--- src/rtl/core/hcv_pkg.sv ---
// types, constants and helper functions shared by the hash chain log verifier
`default_nettype none

package hcv_pkg;

   localparam int COUNT_BITS = 24;
   localparam int LIMIT_BITS = 24;
   localparam int HEAD_BITS = 64;
   localparam int CSR_INDEX_BITS = 2;
   localparam int CSR_DATA_BITS = 64;
   localparam int MID_DEPTH = 4;
   localparam int RSP_DEPTH = 4;
   localparam int LINK_LEN = 8;

   localparam logic [HEAD_BITS-1:0] GOLDEN = 64'h9e37_79b9_7f4a_7c15;
   localparam logic [7:0] NEWLINE = 8'h0a;
   localparam logic [7:0] QUOTE = 8'h22;
   localparam logic [7:0] LINK_TEXT [LINK_LEN] = '{
      8'h22, 8'h70, 8'h72, 8'h65, 8'h76, 8'h22, 8'h3a, 8'h22
   };

   localparam logic [1:0] KIND_DATA = 2'd0;
   localparam logic [1:0] KIND_EOF = 2'd1;
   localparam logic [1:0] KIND_RESTART = 2'd2;

   localparam logic [1:0] STATUS_OK = 2'd0;
   localparam logic [1:0] STATUS_MISSING = 2'd1;
   localparam logic [1:0] STATUS_MISMATCH = 2'd2;

   localparam logic [CSR_INDEX_BITS-1:0] CSR_START_HEAD = 2'd0;
   localparam logic [CSR_INDEX_BITS-1:0] CSR_LINE_LIMIT = 2'd1;

   typedef enum logic [1:0] {
      OP_BYTE,
      OP_EOF,
      OP_RESTART
   } op_type;

   typedef struct packed {
      logic [1:0] kind;
      logic [7:0] byte_value;
   } req_item_type;

   typedef struct packed {
      logic [COUNT_BITS-1:0] line_count;
      logic [HEAD_BITS-1:0]  chain_head;
      logic [1:0]            status;
      logic [COUNT_BITS-1:0] broken_line;
      logic                  final_res;
   } rsp_item_type;

   typedef struct packed {
      op_type              op;
      logic [7:0]          byte_value;
      logic                newline;
      logic                quote;
      logic [LINK_LEN-1:0] link_hit;
      logic                hex_ok;
      logic [3:0]          hex_digit;
   } cmd_type;

   typedef struct packed {
      logic mid_pop;
      logic out_push;
      logic summary_pend;
   } back_ctl_type;

   // multiply by 0x01000193 modulo 2^64 as shift-adds
   function automatic logic [HEAD_BITS-1:0] fnv_mul(input logic [HEAD_BITS-1:0] x);
      return x + (x << 1) + (x << 4) + (x << 7) + (x << 8) + (x << 24);
   endfunction

endpackage

`default_nettype wire

--- src/rtl/core/hcv_fifo.sv ---
// small flip-flop queue with registered count, one push and one pop per cycle
`default_nettype none

module hcv_fifo #(
   parameter int WIDTH = 8,
   parameter int DEPTH = 4
) (
   input  wire logic             clock,
   input  wire logic             reset,
   input  wire logic             push,
   input  wire logic [WIDTH-1:0] push_data,
   output logic                  full,
   input  wire logic             pop,
   output logic      [WIDTH-1:0] pop_data,
   output logic                  empty
);

   localparam int PTR_BITS = (DEPTH > 1) ? $clog2(DEPTH) : 1;
   localparam int CNT_BITS = $clog2(DEPTH + 1);

   logic [WIDTH-1:0]    mem_ff [DEPTH];
   logic [PTR_BITS-1:0] wr_ptr_ff, wr_ptr_in;
   logic [PTR_BITS-1:0] rd_ptr_ff, rd_ptr_in;
   logic [CNT_BITS-1:0] count_ff, count_in;
   logic                do_push, do_pop;

   assign full = (count_ff == CNT_BITS'(DEPTH));
   assign empty = (count_ff == '0);
   assign do_push = push && !full;
   assign do_pop = pop && !empty;
   assign pop_data = mem_ff[rd_ptr_ff];

   always_comb begin
      wr_ptr_in = wr_ptr_ff;
      rd_ptr_in = rd_ptr_ff;
      count_in = count_ff;
      if (do_push) begin
         wr_ptr_in = (wr_ptr_ff == PTR_BITS'(DEPTH - 1)) ? '0 : wr_ptr_ff + 1'b1;
      end
      if (do_pop) begin
         rd_ptr_in = (rd_ptr_ff == PTR_BITS'(DEPTH - 1)) ? '0 : rd_ptr_ff + 1'b1;
      end
      if (do_push && !do_pop) begin
         count_in = count_ff + 1'b1;
      end else if (do_pop && !do_push) begin
         count_in = count_ff - 1'b1;
      end
   end

   always_ff @(posedge clock) begin
      if (reset) begin
         wr_ptr_ff <= '0;
         rd_ptr_ff <= '0;
         count_ff <= '0;
      end else begin
         wr_ptr_ff <= wr_ptr_in;
         rd_ptr_ff <= rd_ptr_in;
         count_ff <= count_in;
      end
   end

   always_ff @(posedge clock) begin
      if (do_push) begin
         mem_ff[wr_ptr_ff] <= push_data;
      end
   end

endmodule

`default_nettype wire

--- src/rtl/core/hcv_front.sv ---
// front end: classifies each incoming item into a command for the checker
`default_nettype none

module hcv_front
   import hcv_pkg::*;
(
   input  wire logic         req_push,
   input  wire req_item_type req_item,
   input  wire logic         mid_full,
   output logic              cmd_push,
   output cmd_type           cmd
);

   logic       take;
   logic [7:0] b;

   assign take = req_push && !mid_full;
   assign b = req_item.byte_value;

   always_comb begin
      cmd = '0;
      cmd.op = OP_BYTE;
      cmd_push = 1'b0;
      case (req_item.kind)
         KIND_DATA: begin
            cmd.op = OP_BYTE;
            cmd_push = take;
         end
         KIND_EOF: begin
            cmd.op = OP_EOF;
            cmd_push = take;
         end
         KIND_RESTART: begin
            cmd.op = OP_RESTART;
            cmd_push = take;
         end
         default: begin
            cmd.op = OP_BYTE;
            cmd_push = 1'b0;
         end
      endcase

      cmd.hex_ok = 1'b1;
      cmd.hex_digit = 4'd0;
      if (b inside {[8'h30:8'h39]}) begin
         cmd.hex_digit = 4'(b - 8'h30);
      end else if (b inside {[8'h61:8'h66]}) begin
         cmd.hex_digit = 4'(b - 8'h57);
      end else if (b inside {[8'h41:8'h46]}) begin
         cmd.hex_digit = 4'(b - 8'h37);
      end else begin
         cmd.hex_ok = 1'b0;
      end

      for (int i = 0; i < LINK_LEN; i++) begin
         cmd.link_hit[i] = (b == LINK_TEXT[i]);
      end

      cmd.byte_value = b;
      cmd.newline = (b == NEWLINE);
      cmd.quote = (b == QUOTE);
   end

endmodule

`default_nettype wire

--- src/rtl/core/hcv_back.sv ---
// back end: link matcher, hex parser, line hash and chain state
`default_nettype none

module hcv_back
   import hcv_pkg::*;
(
   input  wire logic                      clock,
   input  wire logic                      reset,
   input  wire logic                      csr_write,
   input  wire logic [CSR_INDEX_BITS-1:0] csr_index,
   input  wire logic [CSR_DATA_BITS-1:0]  csr_data,
   input  wire logic                      mid_empty,
   input  wire cmd_type                   cmd,
   input  wire logic                      out_full,
   output back_ctl_type                   ctl,
   output rsp_item_type                   out_item
);

   localparam int CMP_BITS = (COUNT_BITS > LIMIT_BITS) ? COUNT_BITS : LIMIT_BITS;

   logic [HEAD_BITS-1:0]  start_head_ff;
   logic [LIMIT_BITS-1:0] line_limit_ff;

   logic [HEAD_BITS-1:0]  head_ff, head_in;
   logic [HEAD_BITS-1:0]  line_hash_ff, line_hash_in;
   logic [COUNT_BITS-1:0] lines_seen_ff, lines_seen_in;
   logic [3:0]            match_pos_ff, match_pos_in;
   logic [4:0]            hex_count_ff, hex_count_in;
   logic [HEAD_BITS-1:0]  hex_value_ff, hex_value_in;
   logic                  field_found_ff, field_found_in;
   logic                  hex_stopped_ff, hex_stopped_in;
   logic                  line_open_ff, line_open_in;
   logic                  stopped_ff, stopped_in;
   logic [COUNT_BITS-1:0] break_line_ff, break_line_in;
   logic [1:0]            broken_kind_ff, broken_kind_in;
   logic                  pend_ff, pend_in;

   always_comb begin
      logic       do_finish;
      logic       do_clear;
      logic [1:0] st;

      do_finish = 1'b0;
      do_clear = 1'b0;
      st = STATUS_OK;
      head_in = head_ff;
      line_hash_in = line_hash_ff;
      lines_seen_in = lines_seen_ff;
      match_pos_in = match_pos_ff;
      hex_count_in = hex_count_ff;
      hex_value_in = hex_value_ff;
      field_found_in = field_found_ff;
      hex_stopped_in = hex_stopped_ff;
      line_open_in = line_open_ff;
      stopped_in = stopped_ff;
      break_line_in = break_line_ff;
      broken_kind_in = broken_kind_ff;
      pend_in = pend_ff;
      ctl = '0;
      ctl.summary_pend = pend_ff;
      out_item = '{line_count: lines_seen_ff, chain_head: head_ff,
                   status: broken_kind_ff, broken_line: break_line_ff, final_res: 1'b1};

      if (pend_ff) begin
         if (!out_full) begin
            ctl.out_push = 1'b1;
            pend_in = 1'b0;
         end
      end else if (!mid_empty && !out_full) begin
         ctl.mid_pop = 1'b1;
         case (cmd.op)
            OP_BYTE: begin
               if (!stopped_ff) begin
                  line_open_in = 1'b1;
                  line_hash_in = fnv_mul(line_hash_ff ^ {56'd0, cmd.byte_value});
                  if (!field_found_ff) begin
                     if (!match_pos_ff[3] && cmd.link_hit[match_pos_ff[2:0]]) begin
                        match_pos_in = match_pos_ff + 1'b1;
                        if (match_pos_ff == 4'd7) begin
                           field_found_in = 1'b1;
                        end
                     end else begin
                        match_pos_in = cmd.quote ? 4'd1 : 4'd0;
                     end
                  end else if (!hex_stopped_ff) begin
                     if (!cmd.hex_ok) begin
                        hex_stopped_in = 1'b1;
                     end else begin
                        hex_value_in = {hex_value_ff[HEAD_BITS-5:0], cmd.hex_digit};
                        hex_count_in = hex_count_ff + 1'b1;
                        if (hex_count_ff == 5'd15) begin
                           hex_stopped_in = 1'b1;
                        end
                     end
                  end
                  do_finish = cmd.newline;
               end
            end
            OP_EOF: begin
               if (!stopped_ff && line_open_ff) begin
                  do_finish = 1'b1;
                  pend_in = 1'b1;
               end else begin
                  ctl.out_push = 1'b1;
               end
               stopped_in = 1'b1;
               do_clear = 1'b1;
            end
            OP_RESTART: begin
               head_in = start_head_ff;
               lines_seen_in = '0;
               stopped_in = 1'b0;
               break_line_in = '0;
               broken_kind_in = STATUS_OK;
               do_clear = 1'b1;
            end
            default: begin
            end
         endcase
      end

      if (do_finish) begin
         if (lines_seen_ff != '1) begin
            lines_seen_in = lines_seen_ff + 1'b1;
         end
         if (!field_found_in) begin
            st = STATUS_MISSING;
         end else if (hex_value_in != head_ff) begin
            st = STATUS_MISMATCH;
         end
         if (st != STATUS_OK) begin
            break_line_in = lines_seen_in;
            broken_kind_in = st;
            stopped_in = 1'b1;
         end else begin
            head_in = line_hash_in;
         end
         if (line_limit_ff != '0 &&
             CMP_BITS'(lines_seen_in) >= CMP_BITS'(line_limit_ff)) begin
            stopped_in = 1'b1;
         end
         ctl.out_push = 1'b1;
         out_item = '{line_count: lines_seen_in, chain_head: head_in, status: st,
                      broken_line: break_line_in, final_res: 1'b0};
         do_clear = 1'b1;
      end

      if (do_clear) begin
         line_hash_in = head_in ^ GOLDEN;
         match_pos_in = '0;
         hex_count_in = '0;
         hex_value_in = '0;
         field_found_in = 1'b0;
         hex_stopped_in = 1'b0;
         line_open_in = 1'b0;
      end
   end

   always_ff @(posedge clock) begin
      if (reset) begin
         start_head_ff <= '0;
         line_limit_ff <= '0;
      end else if (csr_write) begin
         if (csr_index == CSR_START_HEAD) begin
            start_head_ff <= csr_data[HEAD_BITS-1:0];
         end else if (csr_index == CSR_LINE_LIMIT) begin
            line_limit_ff <= csr_data[LIMIT_BITS-1:0];
         end
      end
   end

   always_ff @(posedge clock) begin
      if (reset) begin
         head_ff <= '0;
         line_hash_ff <= GOLDEN;
         lines_seen_ff <= '0;
         match_pos_ff <= '0;
         hex_count_ff <= '0;
         hex_value_ff <= '0;
         field_found_ff <= 1'b0;
         hex_stopped_ff <= 1'b0;
         line_open_ff <= 1'b0;
         stopped_ff <= 1'b0;
         break_line_ff <= '0;
         broken_kind_ff <= STATUS_OK;
         pend_ff <= 1'b0;
      end else begin
         head_ff <= head_in;
         line_hash_ff <= line_hash_in;
         lines_seen_ff <= lines_seen_in;
         match_pos_ff <= match_pos_in;
         hex_count_ff <= hex_count_in;
         hex_value_ff <= hex_value_in;
         field_found_ff <= field_found_in;
         hex_stopped_ff <= hex_stopped_in;
         line_open_ff <= line_open_in;
         stopped_ff <= stopped_in;
         break_line_ff <= break_line_in;
         broken_kind_ff <= broken_kind_in;
         pend_ff <= pend_in;
      end
   end

endmodule

`default_nettype wire

--- src/rtl/core/hash_chain_log_verifier.sv ---
// top level of the hash chain log verifier
//
// Input queue (req_push / req_full, item req_item): one log byte, an end of
// file marker or a restart request per item. An item is taken at every edge
// with req_push high and req_full low, one item per cycle while not stalled.
// Result queue (rsp_empty / rsp_pop, item rsp_item): one item per finished
// line and one summary item with final_res set at end of file.
// Register port (csr_write, csr_index, csr_data): start head and line limit;
// write only while the block is idle.
// A result item passes through the command queue and the output queue
// before it is visible. End of file with an unterminated line yields that
// line's item and then the summary. The line hash update (xor and multiply
// by the prime as shift-adds) is combinational and registered once per byte.
// A command queue parts classification from checking and an output queue
// holds results; if rsp_pop stays low the output queue fills, the checker
// stalls, the command queue fills and req_full rises. No item is dropped.
// Reset clears both queues, the registers and the chain state (head zero).
`default_nettype none

module hash_chain_log_verifier
   import hcv_pkg::*;
#(
   parameter int MID_QUEUE_DEPTH = MID_DEPTH,
   parameter int RSP_QUEUE_DEPTH = RSP_DEPTH
) (
   input  wire logic                      clock,
   input  wire logic                      reset,
   input  wire logic                      req_push,
   input  wire req_item_type              req_item,
   output logic                           req_full,
   output logic                           rsp_empty,
   input  wire logic                      rsp_pop,
   output rsp_item_type                   rsp_item,
   input  wire logic                      csr_write,
   input  wire logic [CSR_INDEX_BITS-1:0] csr_index,
   input  wire logic [CSR_DATA_BITS-1:0]  csr_data
);

   logic         cmd_push;
   cmd_type      cmd_in_q;
   cmd_type      cmd_out_q;
   logic         mid_full;
   logic         mid_empty;
   logic         out_full;
   back_ctl_type back_ctl;
   rsp_item_type back_item;

   assign req_full = mid_full;

   hcv_front u_front (
      .req_push (req_push),
      .req_item (req_item),
      .mid_full (mid_full),
      .cmd_push (cmd_push),
      .cmd      (cmd_in_q)
   );

   hcv_fifo #(
      .WIDTH ($bits(cmd_type)),
      .DEPTH (MID_QUEUE_DEPTH)
   ) u_mid_queue (
      .clock     (clock),
      .reset     (reset),
      .push      (cmd_push),
      .push_data (cmd_in_q),
      .full      (mid_full),
      .pop       (back_ctl.mid_pop),
      .pop_data  (cmd_out_q),
      .empty     (mid_empty)
   );

   hcv_back u_back (
      .clock     (clock),
      .reset     (reset),
      .csr_write (csr_write),
      .csr_index (csr_index),
      .csr_data  (csr_data),
      .mid_empty (mid_empty),
      .cmd       (cmd_out_q),
      .out_full  (out_full),
      .ctl       (back_ctl),
      .out_item  (back_item)
   );

   hcv_fifo #(
      .WIDTH ($bits(rsp_item_type)),
      .DEPTH (RSP_QUEUE_DEPTH)
   ) u_rsp_queue (
      .clock     (clock),
      .reset     (reset),
      .push      (back_ctl.out_push),
      .push_data (back_item),
      .full      (out_full),
      .pop       (rsp_pop),
      .pop_data  (rsp_item),
      .empty     (rsp_empty)
   );

   a_no_push_when_full: assert property (@(posedge clock) disable iff (reset)
      back_ctl.out_push |-> !out_full)
      else $error("result pushed into a full output queue");

   a_pend_blocks_pop: assert property (@(posedge clock) disable iff (reset)
      back_ctl.summary_pend |-> !back_ctl.mid_pop)
      else $error("command taken while a summary is pending");

   a_pend_drains: assert property (@(posedge clock) disable iff (reset)
      back_ctl.summary_pend && !out_full |-> back_ctl.out_push)
      else $error("pending summary not emitted");

   a_pop_needs_cmd: assert property (@(posedge clock) disable iff (reset)
      back_ctl.mid_pop |-> !mid_empty && !out_full)
      else $error("command popped without data or output room");

endmodule

`default_nettype wire

--- config.mk ---
export PLATFORM = sky130hd
export DESIGN_NAME = hash_chain_log_verifier
export DESIGN_NICKNAME = d
export VERILOG_FILES = /design/src/rtl/core/hcv_pkg.sv /design/src/rtl/core/hcv_fifo.sv /design/src/rtl/core/hcv_front.sv /design/src/rtl/core/hcv_back.sv /design/src/rtl/core/hash_chain_log_verifier.sv
export SDC_FILE = /design/constraint.sdc
export NUM_CORES = 2
export LEC_CHECK = 0
export ABC_CLOCK_PERIOD_IN_PS = 8200
export BUFFER_PORTS_ARGS = -buffer_cell sky130_fd_sc_hd__buf_2
export CAP_MARGIN = 20
export CELL_PAD_IN_SITES_DETAIL_PLACEMENT = 1
export CELL_PAD_IN_SITES_GLOBAL_PLACEMENT = 2
export CORE_AREA = 2 2 397 360
export DETAILED_ROUTE_END_ITERATION = 10
export DIE_AREA = 0 0 399 362
export PLACE_DENSITY = 0.8
export SLEW_MARGIN = 20
export SYNTH_ARGS = -nofsm -noshare
export SYNTH_HDL_FRONTEND = slang
export SYNTH_SLANG_ARGS = --single-unit
--- constraint.sdc ---
create_clock -name clock -period 8.2 [get_ports clock]
set_input_delay 0.82 -clock clock [delete_from_list [all_inputs] [get_ports clock]]
set_output_delay 0.82 -clock clock [all_outputs]
set_load 0.02 [all_outputs]
==> results by group <==
Route
  – Final wirelength: 168000 um
  – Iter 0 DRT Violations: 3132
  – DR WL/cell: 26.0 um
  – Vias/cell: 5.53
  – Antenna-violating nets left: 0
  – Routed vias: 35800
  – DRC: 0
  – DRT Pass-1 Iters: 5

STA
  – Final setup viols: 0
  – Max Freq: 0.137 GHz
  – Hold Vio Cnt, Final: 0
  – Period utilisation layout: 88.9%
  – Fin. max-slew vios: 0
  – Relative slew slack: 22.8%
  – Final min period: 7.29 ns
  – Least-Margin Pin Slew: 1.16 ns
  – Worst-case clock skew: 0.0520 ns
  – Setup TNS: 0 ns
  – RSZ-0062 raised after global routing: false

Yosys
  – Cell taking the most area after synthesis: edfxtp_1
  – Ys Warns: 0
  – Post-Syn Area: 48800 um2
  – Synth top area cells: edfxtp_1 (34%), dfxtp_1 (15%), fa_1 (8.1%), mux4_2 (6.4%), nand2_1 (4.7%)
  – Sequential fraction of the synthesis area: 48.6%
  – Seq cells post-synth: 910
  – Syn nets: 4832
  – Post-synth EDFFs: 548
  – Async S/R FF share, synth: 0%
  – Distinct cells, synth: 90
  – Synth top area share: 33.7%
  – Cells after Synth: 4412
  – Mean Syn Cell Area: 11.1 um2
  – Most used DFF post-synth: edfxtp_1

Die
  – Initial Util: 34.7%
  – Num rows: 131
  – Die Width: 399 um
  – Core Box Area: 141000 um2
  – Die height: 362 um
  – IO Count: 198
  – Die Area: 144000 um2

Critical path
  – Crit start category: flop
  – Critical path peak fanout: 8
  – Crit-path cells: mux4_2 > xnor2_1 > inv_1 > fa_1 > inv_1 > fa_1 > inv_1 > fa_1 > ha_1 > nand4_1 > nor2_1 > nor4bb_1 > o2111ai_1 > a21oi_1 > a21oi_1 > xnor2_1 > a211oi_1 > o22ai_1
  – Buf/Inv on CP: 3
  – Worst endpoint data arrival time: 7.71 ns
  – Critical path class: flop to flop
  – CP max stage delay: 0.79 ns
  – Crit path max-delay family: adder cells
  – CP required: 8.62 ns
  – CP endpoint kind: flop
  – Worst path slowest cell: nor4bb_1

GRT
  – Antenna violations before repair: 7
  – Vias in the first global route: 37000
  – First-pass GRT wire length: 249000 um
  – Global Route Usage Sum: 23.2%
  – Largest net degree at the start of global routing: 100
  – GRT overflow: 0

Clocking
  – Clock Pin Slew Worst Setup and Hold Paths: 0.06 ns
  – Post-CTS sizing: 0
  – CTS tree: done
  – Setup bufs post-CTS: 0
  – Deepest clock path buffer count: 3
  – CTS Hold Bufs: 0
  – Htree depth: 3
  – Clock root buffer: clkbuf_16
  – CTS Sinks: 910
  – TritonCTS buffer count: 90
  – Skew-Pair Late Insertion Delay: 0.70 ns

Run status
  – Status: completed

Placement
  – Post-DP HPWL: 125000 um
  – # port buffers: 197
  – Routability Congestion: 0.957

Final layout
  – Layout cells sized above 1: 13.6%
  – Layout area overhead: 12.8%
  – Most frequent cells in the layout: nand2_1 (608), edfxtp_1 (548), inv_1 (374), dfxtp_1 (360), a21oi_1 (341)
  – Leading cell type in the layout, fill and taps excluded: nand2_1
  – Fillers: 15400
  – Layout Nets: 4959

Min path
  – Min-Delay Startpoint: csr_data[51]
  – Min-delay worst type: input port to flop

Flow run
  – Number of max-cap violations: 0
==> metrics by stage <==
stage	cell area, um2	hold WS (ns)	setup WS (ns)	instances	util [%]
3_5_place_dp	51900	0.447	0.971	6309	36.9
4_1_cts	55000	0.334	0.921	6478	39.1
2_1_floorplan	48800	0.426	1.66	4412	-
6_report	55000	0.367	0.910	6480	39.1
3_3_place_gp	51900	0.435	1.15	6309	36.9
5_1_grt	55000	0.367	0.451	6478	39.1
==> metal layers <==
layer | global-route usage [%] | wire (um) | part of all wire, % | vias up
li1 | - | - | - | 15900
met1 | 33.9 | 78200 | 46 | 18700
met2 | 35.9 | 75900 | 45 | 1009
met3 | 3.80 | 10600 | 6.3 | 201
met4 | 5.20 | 3790 | 2.2 | 2
met5 | 0 | 13 | 0.0077 | -
==> registers in the layout, summed over array words and instances (netlist names), 3 cells and up, named ones only <==
register              flops
u_back.hex_count_ff       5
u_rsp_queue.count_ff      3
u_back.hex_value_ff      64
u_back.break_line_ff     24
u_back.lines_seen_ff     24
u_back.start_head_ff     64
u_mid_queue.mem_ff       88
u_back.head_ff           64
u_back.line_hash_ff      64
u_back.match_pos_ff       4
u_mid_queue.count_ff      3
u_back.line_limit_ff     24
u_rsp_queue.mem_ff      460
==> final timing paths <==
kind / slack (ns) / end / cells past startpoint
min: 0.37 / u_back.start_head_ff[51] / 3
max: 0.91 / u_rsp_queue.mem_ff[3][80] / 18
max reg2reg: 0.91 / u_rsp_queue.mem_ff[3][80] / 18
min reg2reg: 0.46 / u_back.start_head_ff[24] / 2
==> Yosys cell counts (11+ instances only) <==
| cell | instances |
|---|---|
| nand2_1 | 613 |
| edfxtp_1 | 548 |
| inv_1 | 374 |
| dfxtp_1 | 362 |
| a21oi_1 | 343 |
| nor2_1 | 245 |
| fa_1 | 198 |
| clkbuf_1 | 179 |
| ha_1 | 141 |
| mux4_2 | 138 |
| o21ai_0 | 117 |
| xnor2_1 | 96 |
| a211oi_1 | 89 |
| mux2i_1 | 87 |
| xor2_1 | 66 |
| a21o_1 | 50 |
| nor3_1 | 48 |
| a22o_1 | 47 |
| nand4_1 | 46 |
| and2_1 | 45 |
| nand3_1 | 44 |
| o21ai_1 | 42 |
| buf_1 | 31 |
| nor4_1 | 29 |
| and3_1 | 26 |
| nor2b_1 | 26 |
| buf_2 | 25 |
| nand2b_1 | 24 |
| o22ai_1 | 22 |
| o21a_1 | 21 |
| mux2_2 | 20 |
| o2bb2ai_1 | 20 |
| a31oi_1 | 19 |
| or3_1 | 15 |
| mux2_1 | 14 |
| and4_1 | 11 |
| o211ai_1 | 11 |
| o21bai_1 | 11 |
| o31ai_1 | 11 |
==> cells by family (layout without fill, tap and decap cells) <==
| kind of cell | after synthesis | in the layout | synth area share [%] |
|---|---|---|---|
| flip-flops | 910 | 910 | 48.6 |
| other | 0 | 2 | 0 |
| XOR/XNOR | 162 | 162 | 2.91 |
| adder cells (fa/ha/maj) | 340 | 340 | 11.8 |
| multiplexers | 259 | 259 | 8.94 |
| buffers and inverters | 618 | 822 | 4.88 |
| AO/OA/AOI/OAI | 913 | 913 | 11.9 |
| AND/OR/NAND/NOR | 1210 | 1210 | 11.1 |
==> tightest hold or removal path, stage by stage <==
cell     delay [ns]
buf_2          0.10
nand2_1        0.05
a21oi_1        0.05
==> area by class of cell <==
type / instances / area, um2 / share of cell area [%]
Inverter: 377 / 1420 / 2.58
Tap cell: 1862 / 2330 / 4.23
Clock inverter: 61 / 717 / 1.30
Timing Repair Buffer: 276 / 1640 / 2.97
Antenna cell: 2 / 5.00 / 0.00909
Sequential cell: 910 / 23700 / 43.1
Clock buffer: 108 / 2390 / 4.35
Multi-Input combinational cell: 2884 / 22800 / 41.5
Power is not shown: default switching activity piles up to over one toggle a cycle in this logic, so the estimate is an artifact.
